## config.mk

```make
export PLATFORM = sky130hd
export DESIGN_NAME = sync_header_sample_deframer
export DESIGN_NICKNAME = d
export VERILOG_FILES = /design/src/rtl/shsd_pkg.sv /design/src/rtl/sync_header_sample_deframer.sv
export VERILOG_INCLUDE_DIRS = /design/src /design/src/rtl
export SDC_FILE = /design/constraint.sdc
export NUM_CORES = 2
export LEC_CHECK = 0
export BUFFER_PORTS_ARGS = -buffer_cell sky130_fd_sc_hd__buf_2
export CORE_MARGIN = 2
export CORE_UTILIZATION = 59
export DETAILED_ROUTE_END_ITERATION = 12
export PLACE_DENSITY = 0.79
export SLEW_MARGIN = 5
export SYNTH_ARGS = -nofsm -noshare
export SYNTH_HDL_FRONTEND = slang
export SYNTH_SLANG_ARGS = --single-unit
```

## constraint.sdc

```tcl
create_clock -name clk_i -period 6.3 [get_ports clk_i]
set_clock_uncertainty 0.15 [all_clocks]
set_input_delay 0 -clock clk_i [delete_from_list [all_inputs] [get_ports clk_i]]
set_output_delay 0 -clock clk_i [all_outputs]
set_load 0.005 [all_outputs]
```

## src/rtl/sync_header_sample_deframer_macros.svh

```systemverilog
// assertion macros for the sync header sample deframer
`ifndef SYNC_HEADER_SAMPLE_DEFRAMER_MACROS_SVH
`define SYNC_HEADER_SAMPLE_DEFRAMER_MACROS_SVH

`ifndef NO_ASSERTIONS
`define SHSD_ASSERT_IMP(lbl, ante, cons, msg) \
  lbl: assert property (@(posedge clk_i) disable iff (!rst_ni) (ante) |-> (cons)) \
    else $error(msg);
`define SHSD_ASSERT_NXT(lbl, ante, cons, msg) \
  lbl: assert property (@(posedge clk_i) disable iff (!rst_ni) (ante) |=> (cons)) \
    else $error(msg);
`else
`define SHSD_ASSERT_IMP(lbl, ante, cons, msg)
`define SHSD_ASSERT_NXT(lbl, ante, cons, msg)
`endif

`endif

```

## src/rtl/shsd_pkg.sv

```systemverilog
// types and constants of the sync header sample deframer
package shsd_pkg;

  localparam logic [7:0]  SYNC_A         = 8'hAA;
  localparam logic [7:0]  SYNC_B         = 8'h55;
  localparam logic [31:0] FULL_SCALE_RST = 32'd2500000000;
  localparam int unsigned SCALE_SHIFT    = 23;
  localparam int unsigned CODE_W         = 24;
  localparam int unsigned SCALED_W       = 33;
  localparam int unsigned PROD_W         = CODE_W + SCALED_W;

  typedef struct packed {
    logic [2:0]               channel;
    logic signed [CODE_W-1:0] code;
    logic                     frame_last;
  } sample_t;

endpackage

```

## src/rtl/sync_header_sample_deframer.sv

```systemverilog
// sync header sample deframer: byte parser, sample register and scaling output stage
// Takes one received byte per beat and can accept a byte in every cycle. Hunting looks
// for 0xAA, then 0x55 and a marker byte; the frame after that header yields CHANNELS
// big-endian 24-bit samples. Then bursts of FRAMES_PER_BURST frames follow, of which
// only the first header is checked; a bad burst gives no samples and hunting resumes.
// Each sample leaves as a signed code and floor(code * full_scale / 2^23). The byte
// that completes a sample makes the parser load the sample register, and then the
// multiplier fills the output register. in_ready_o drops only while both registers
// are full and the output is stalled. No clearing pass after reset.
`include "sync_header_sample_deframer_macros.svh"

module sync_header_sample_deframer #(
  parameter int unsigned CHANNELS         = 8,
  parameter int unsigned FRAME_BYTES      = 27,
  parameter int unsigned FRAMES_PER_BURST = 2
) (
  input  logic                                   clk_i,
  input  logic                                   rst_ni,
  input  logic                                   cfg_we_i,
  input  logic [31:0]                            cfg_wdata_i,
  input  logic                                   in_valid_i,
  output logic                                   in_ready_o,
  input  logic [7:0]                             rx_byte_i,
  output logic                                   out_valid_o,
  input  logic                                   out_ready_i,
  output logic [2:0]                             channel_o,
  output logic signed [shsd_pkg::CODE_W-1:0]     code_o,
  output logic signed [shsd_pkg::SCALED_W-1:0]   scaled_o,
  output logic                                   frame_last_o
);

  localparam int unsigned POS_W = $clog2(FRAME_BYTES);
  localparam int unsigned CH_W  = $clog2(CHANNELS + 1);
  localparam int unsigned FI_W  = (FRAMES_PER_BURST > 1) ? $clog2(FRAMES_PER_BURST) : 1;

  typedef enum logic [2:0] {
    PH_HUNT,
    PH_PAIR_FIRST,
    PH_MARKER,
    PH_PAIR_SKIP,
    PH_FIRST_FRAME,
    PH_BURST
  } phase_e;

  phase_e            phase_q, phase_d;
  logic [POS_W-1:0]  pos_q, pos_d;
  logic [1:0]        sub_q, sub_d;
  logic [CH_W-1:0]   ch_q, ch_d;
  logic [15:0]       part_q, part_d;
  logic              bad_q, bad_d;
  logic [FI_W-1:0]   fidx_q, fidx_d;
  logic [31:0]       fs_q;

  logic              in_fire;
  logic              body;
  logic              samp_vld;
  logic [CH_W+2:0]   ch_ext;
  shsd_pkg::sample_t samp;

  logic              s1_vld_q;
  shsd_pkg::sample_t s1_q;
  logic              s1_free;
  logic              s2_adv;

  logic signed [shsd_pkg::PROD_W-1:0] mul_a;
  logic signed [shsd_pkg::PROD_W-1:0] mul_b;
  logic signed [shsd_pkg::PROD_W-1:0] prod;

  assign s2_adv     = !out_valid_o || out_ready_i;
  assign s1_free    = !s1_vld_q || s2_adv;
  assign in_ready_o = s1_free;
  assign in_fire    = in_valid_i && in_ready_o;

  assign ch_ext          = (CH_W + 3)'(ch_q);
  assign samp.channel    = ch_ext[2:0];
  assign samp.code       = $signed({part_q, rx_byte_i});
  assign samp.frame_last = (ch_q == CH_W'(CHANNELS - 1));

  always_comb begin
    phase_d  = phase_q;
    pos_d    = pos_q;
    sub_d    = sub_q;
    ch_d     = ch_q;
    part_d   = part_q;
    bad_d    = bad_q;
    fidx_d   = fidx_q;
    body     = 1'b0;
    samp_vld = 1'b0;
    if (in_fire) begin
      unique case (phase_q)
        PH_HUNT: begin
          if (rx_byte_i == shsd_pkg::SYNC_A) phase_d = PH_PAIR_FIRST;
        end
        PH_PAIR_FIRST: begin
          phase_d = (rx_byte_i == shsd_pkg::SYNC_B) ? PH_MARKER : PH_PAIR_SKIP;
        end
        PH_PAIR_SKIP: begin
          phase_d = PH_HUNT;
        end
        PH_MARKER: begin
          phase_d = PH_FIRST_FRAME;
          pos_d   = POS_W'(3);
          part_d  = '0;
          sub_d   = 2'd0;
          ch_d    = '0;
        end
        PH_FIRST_FRAME: begin
          body = 1'b1;
        end
        PH_BURST: begin
          // only the first header of a burst is checked
          if (fidx_q == '0 && pos_q == '0 && rx_byte_i != shsd_pkg::SYNC_A) bad_d = 1'b1;
          if (fidx_q == '0 && pos_q == POS_W'(1) && rx_byte_i != shsd_pkg::SYNC_B) begin
            bad_d = 1'b1;
          end
          body = (pos_q >= POS_W'(3));
        end
        default: begin
          phase_d = PH_HUNT;
        end
      endcase

      if (body && ch_q < CH_W'(CHANNELS)) begin
        unique case (sub_q)
          2'd0: begin
            part_d = {rx_byte_i, 8'h00};
            sub_d  = 2'd1;
          end
          2'd1: begin
            part_d = {part_q[15:8], rx_byte_i};
            sub_d  = 2'd2;
          end
          default: begin
            sub_d    = 2'd0;
            ch_d     = ch_q + CH_W'(1);
            samp_vld = (phase_q == PH_FIRST_FRAME) || !bad_q;
          end
        endcase
      end

      if (phase_q == PH_FIRST_FRAME || phase_q == PH_BURST) begin
        if (pos_q == POS_W'(FRAME_BYTES - 1)) begin
          pos_d = '0;
          sub_d = 2'd0;
          ch_d  = '0;
          if (phase_q == PH_FIRST_FRAME) begin
            phase_d = PH_BURST;
            fidx_d  = '0;
            bad_d   = 1'b0;
          end else if (fidx_q == FI_W'(FRAMES_PER_BURST - 1)) begin
            fidx_d = '0;
            if (bad_d) begin
              bad_d   = 1'b0;
              phase_d = PH_HUNT;
            end
          end else begin
            fidx_d = fidx_q + FI_W'(1);
          end
        end else begin
          pos_d = pos_q + POS_W'(1);
        end
      end
    end
  end

  always_ff @(posedge clk_i or negedge rst_ni) begin
    if (!rst_ni) begin
      phase_q <= PH_HUNT;
      pos_q   <= '0;
      sub_q   <= 2'd0;
      ch_q    <= '0;
      part_q  <= '0;
      bad_q   <= 1'b0;
      fidx_q  <= '0;
      fs_q    <= shsd_pkg::FULL_SCALE_RST;
    end else begin
      phase_q <= phase_d;
      pos_q   <= pos_d;
      sub_q   <= sub_d;
      ch_q    <= ch_d;
      part_q  <= part_d;
      bad_q   <= bad_d;
      fidx_q  <= fidx_d;
      if (cfg_we_i) fs_q <= cfg_wdata_i;
    end
  end

  // sample register
  always_ff @(posedge clk_i or negedge rst_ni) begin
    if (!rst_ni) begin
      s1_vld_q <= 1'b0;
    end else if (s1_free) begin
      s1_vld_q <= in_fire && samp_vld;
    end
  end

  always_ff @(posedge clk_i) begin
    if (s1_free && in_fire && samp_vld) s1_q <= samp;
  end

  // signed code times unsigned full scale, floor shift by taking the upper bits
  assign mul_a = shsd_pkg::PROD_W'(s1_q.code);
  assign mul_b = $signed({{(shsd_pkg::PROD_W - 32){1'b0}}, fs_q});
  assign prod  = mul_a * mul_b;

  always_ff @(posedge clk_i or negedge rst_ni) begin
    if (!rst_ni) begin
      out_valid_o <= 1'b0;
    end else if (s2_adv) begin
      out_valid_o <= s1_vld_q;
    end
  end

  always_ff @(posedge clk_i) begin
    if (s2_adv && s1_vld_q) begin
      channel_o    <= s1_q.channel;
      code_o       <= s1_q.code;
      scaled_o     <= prod[shsd_pkg::SCALE_SHIFT + shsd_pkg::SCALED_W - 1:shsd_pkg::SCALE_SHIFT];
      frame_last_o <= s1_q.frame_last;
    end
  end

  `SHSD_ASSERT_IMP(a_bad_only_in_burst, bad_q, phase_q == PH_BURST,
                   "burst error flag set outside a burst")
  `SHSD_ASSERT_IMP(a_ch_bound, 1'b1, ch_q <= CH_W'(CHANNELS),
                   "channel counter ran past the channel count")
  `SHSD_ASSERT_NXT(a_sample_held, s1_vld_q && !s2_adv, s1_vld_q,
                   "sample lost while output stalled")
  `SHSD_ASSERT_NXT(a_marker_to_frame, in_fire && phase_q == PH_MARKER,
                   phase_q == PH_FIRST_FRAME && pos_q == POS_W'(3) && ch_q == '0,
                   "first frame did not start after the marker byte")

endmodule

```

==> results.ini <==
[run_status]
run_status = finished with violations
failed_checks = setup timing

[logic_synthesis]
yosysWarnings = 0
syn_area_um2 = 30100
ys_seq_area_frac = 0.144
synth_largest_type_area_fraction = 0.436
netlist_instances = 3083
post-synth-top-area-cell = sky130_fd_sc_hd__fa_1
syn-num-nets = 3998
synth.top_cells.by_area = sky130_fd_sc_hd__fa_1 44%, sky130_fd_sc_hd__edfxtp_1 8.9%, sky130_fd_sc_hd__ha_1 8.8%, sky130_fd_sc_hd__inv_1 8.8%, sky130_fd_sc_hd__and2_1 7.7%
syn-mean-instance-area_um2 = 9.78
synth-edff-count = 89
postSynth.topFlopCell = sky130_fd_sc_hd__edfxtp_1
async_flop_share = 0.426
ys_types = 63
ys_ff_latch = 155

[worst_setup_path]
timing.critical_path.to_type = register
path_max_fanout = 12
crit_path_start_kind = register
timing.setup.critical_path_class = reg -> reg
worst_ep_required_time_ns = 6.37
worstPathArrival_ns = 7.54

[global_route]
grt_first_pass_wirelength_mm = 141
grt_max_degree = 67
grt_remaining_overflow = 0
antenna_found_initial = 5
vias_in_the_first_global_route = 27100
track_usage = 0.348

[final_layout]
final_cell_count_no_fill = 4147
final_common_cell = sky130_fd_sc_hd__inv_1
post_layout_net_count = 4375
area_of_the_multi_input_gates_um2 = 23800
sequential_cell_area_um2 = 4350
drive_above_1_share = 0.227
areaGrowthSynthToFinish_pct = 21.4
fillerInstances = 3228
mostFrequentLayoutCells = 689 x sky130_fd_sc_hd__inv_1, 614 x sky130_fd_sc_hd__fa_1, 407 x sky130_fd_sc_hd__nand2_1

[placement]
placer_congestion_estimate = 0.932
portBuffers = 107
dp_hpwl_mm = 65.8
post-place-cells = 3995

[clocking]
clock-sinks = 155
numCtsBuffers = 17
cts.root.buffer_cell = sky130_fd_sc_hd__clkbuf_16
ctsLongestPathBuffers = 2
clock_tree.htree_level_count = 4
cts.reportedPaths.clkPinSlew_ns = 0.09
clk_latency_ns = 0.48
cts_tree = yes

[sta]
worstMarginPinSlew_ns = 1.07
timing_hold_violations_final = 0
rsz0062_at_grt = true
final.period_utilization = 1.19
maxSlewViolCount = 0
maxClockFrequency_mhz = 134
timing.final.crit_period_ns = 7.47
setup_viol_count_final = 33
worst_slew_margin_rel = 0.286
fin_ws_ns = -1.17

[route]
route.final.wire_length_mm = 93.7
drt_first_pass_iters = 6
drt-initial-drc-count = 2277
wl_per_cell_um = 22.6
routed_via_density = 5.84
antenna_left = 0
drc = 0
routed-via-count = 24200

[floorplanning]
chipHeight_um = 230
full_die_area_um2 = 52900
num_rows = 82
start_util = 0.600
number_of_placed_i_o_pins = 108
core_um2 = 50300
die_x_um = 230

[hold_path]
worst_hold_path_class = in -> reg

[job]
max-cap-violations = 0

-- registers in the layout, indices dropped and copies added (netlist names), 3 cells and up --
register   flops
ch_q           4
channel_o      3
code_o        24
fs_q          32
mul_a         24
part_q        16
phase_q        3
pos_q          5
s1_q           4
scaled_o      33
-- what timing repair did --
action                                  4_1_cts  5_1_grt
gates resized for setup                     167      128
endpoints found under the setup margin       33       33
hold buffers                                 43        0
hold endpoints to repair                    119        0
pin swaps                                   101       94
cloned                                        2        3
setup buffers                                49       25
-- area by class of cell --
cell class,count,share of cell area
Sequential cell,155,0.119
Antenna cell,2,0.000137
Clock buffer,17,0.0116
Clock inverter,15,0.00516
Multi-Input combinational cell,2065,0.650
Tap cell,672,0.0230
Inverter,710,0.0728
Timing Repair Buffer,511,0.119
-- metal layers --
metal	part of all wire	vias up	wire length (um)	GRT usage
met2	0.50	1544	46900	0.600
met3	0.091	641	8560	0.0618
li1	-	9885	-	-
met5	0.00061	-	57	0
met4	0.092	8	8590	0.253
met1	0.32	12200	29600	0.389
-- metrics by stage --
| step | TNS (ns) | area (um2) | hold WS [ns] | util | setup slack [ns] |
|---|---|---|---|---|---|
| detailed placement | -20.79 | 33600 | 0.0889 | 0.667 | -0.946 |
| finish | -27.55 | 36600 | 0.149 | 0.728 | -1.17 |
| global route | -32.44 | 36600 | 0.149 | 0.728 | -1.40 |
| floorplan | -3.92 | 30500 | -0.446 | - | -0.436 |
| CTS | -15.05 | 35900 | 0.117 | 0.713 | -0.718 |
| global placement | -18.09 | 33600 | 0.0825 | 0.667 | -0.838 |
-- worst paths after layout --
path,start,end,slack [ns],cells past startpoint
setup reg to reg,fs_q[15]$_DFFE_PN1P_,scaled_o[26]$_DFFE_PP_,-1.17,24
hold / removal,cfg_wdata_i[24],fs_q[24]$_DFFE_PN1P_,0.15,3
max in group asynchronous,rst_ni,fs_q[27]$_DFFE_PN0P_,5.07,3
setup / recovery,fs_q[15]$_DFFE_PN1P_,scaled_o[26]$_DFFE_PP_,-1.17,24
hold reg to reg,s1_q[27]$_DFFE_PP_,channel_o[2]$_DFFE_PP_,0.28,0
min in group asynchronous,rst_ni,fs_q[9]$_DFFE_PN0P_,0.21,3
-- cell families after synthesis --
group / count (synthesis) / share of synthesized area
adders and majority gates: 870 / 0.525
and+or+nand+nor: 923 / 0.155
muxes: 34 / 0.0127
DFF: 155 / 0.144
AOI/OAI and AO/OA: 198 / 0.0442
buffers and inverters: 863 / 0.108
xor gates and xnor gates: 40 / 0.0116
-- critical path, stage by stage, from the launching register on --
cell                       delay [ns]
sky130_fd_sc_hd__dfstp_2         0.60
sky130_fd_sc_hd__buf_6           0.13
sky130_fd_sc_hd__buf_8           0.14
sky130_fd_sc_hd__and2_1          0.17
sky130_fd_sc_hd__fa_1            0.42
sky130_fd_sc_hd__inv_1           0.13
sky130_fd_sc_hd__fa_1            0.45
sky130_fd_sc_hd__inv_1           0.36
sky130_fd_sc_hd__fa_2            0.57
sky130_fd_sc_hd__fa_1            0.46
sky130_fd_sc_hd__fa_1            0.43
sky130_fd_sc_hd__fa_1            0.53
sky130_fd_sc_hd__inv_1           0.06
sky130_fd_sc_hd__fa_1            0.52
sky130_fd_sc_hd__inv_1           0.05
sky130_fd_sc_hd__ha_1            0.32
sky130_fd_sc_hd__nand2_1         0.11
sky130_fd_sc_hd__or3_4           0.41
sky130_fd_sc_hd__a31oi_4         0.18
sky130_fd_sc_hd__o31ai_4         0.10
sky130_fd_sc_hd__buf_6           0.14
sky130_fd_sc_hd__o31ai_4         0.32
sky130_fd_sc_hd__a221oi_2        0.11
sky130_fd_sc_hd__o21ba_1         0.21
sky130_fd_sc_hd__xnor2_1         0.12
-- cell usage after synthesis, types with 9 or more instances --
master / instances
sky130_fd_sc_hd__inv_1: 710
sky130_fd_sc_hd__fa_1: 657
sky130_fd_sc_hd__nand2_1: 421
sky130_fd_sc_hd__and2_1: 369
sky130_fd_sc_hd__ha_1: 213
sky130_fd_sc_hd__clkbuf_1: 145
sky130_fd_sc_hd__edfxtp_1: 89
sky130_fd_sc_hd__a21oi_1: 55
sky130_fd_sc_hd__dfrtp_1: 55
sky130_fd_sc_hd__o21ai_0: 35
sky130_fd_sc_hd__mux2_2: 33
sky130_fd_sc_hd__nor2b_1: 30
sky130_fd_sc_hd__xnor2_1: 25
sky130_fd_sc_hd__a21o_1: 24
sky130_fd_sc_hd__nor2_1: 21
sky130_fd_sc_hd__nand2b_1: 19
sky130_fd_sc_hd__a22o_1: 17
sky130_fd_sc_hd__nand3_1: 17
sky130_fd_sc_hd__xor2_1: 15
sky130_fd_sc_hd__and3_1: 11
sky130_fd_sc_hd__dfstp_2: 11
sky130_fd_sc_hd__a31oi_1: 9
Power is not shown: default switching activity piles up to over one toggle a cycle in this logic, so the estimate is an artifact.
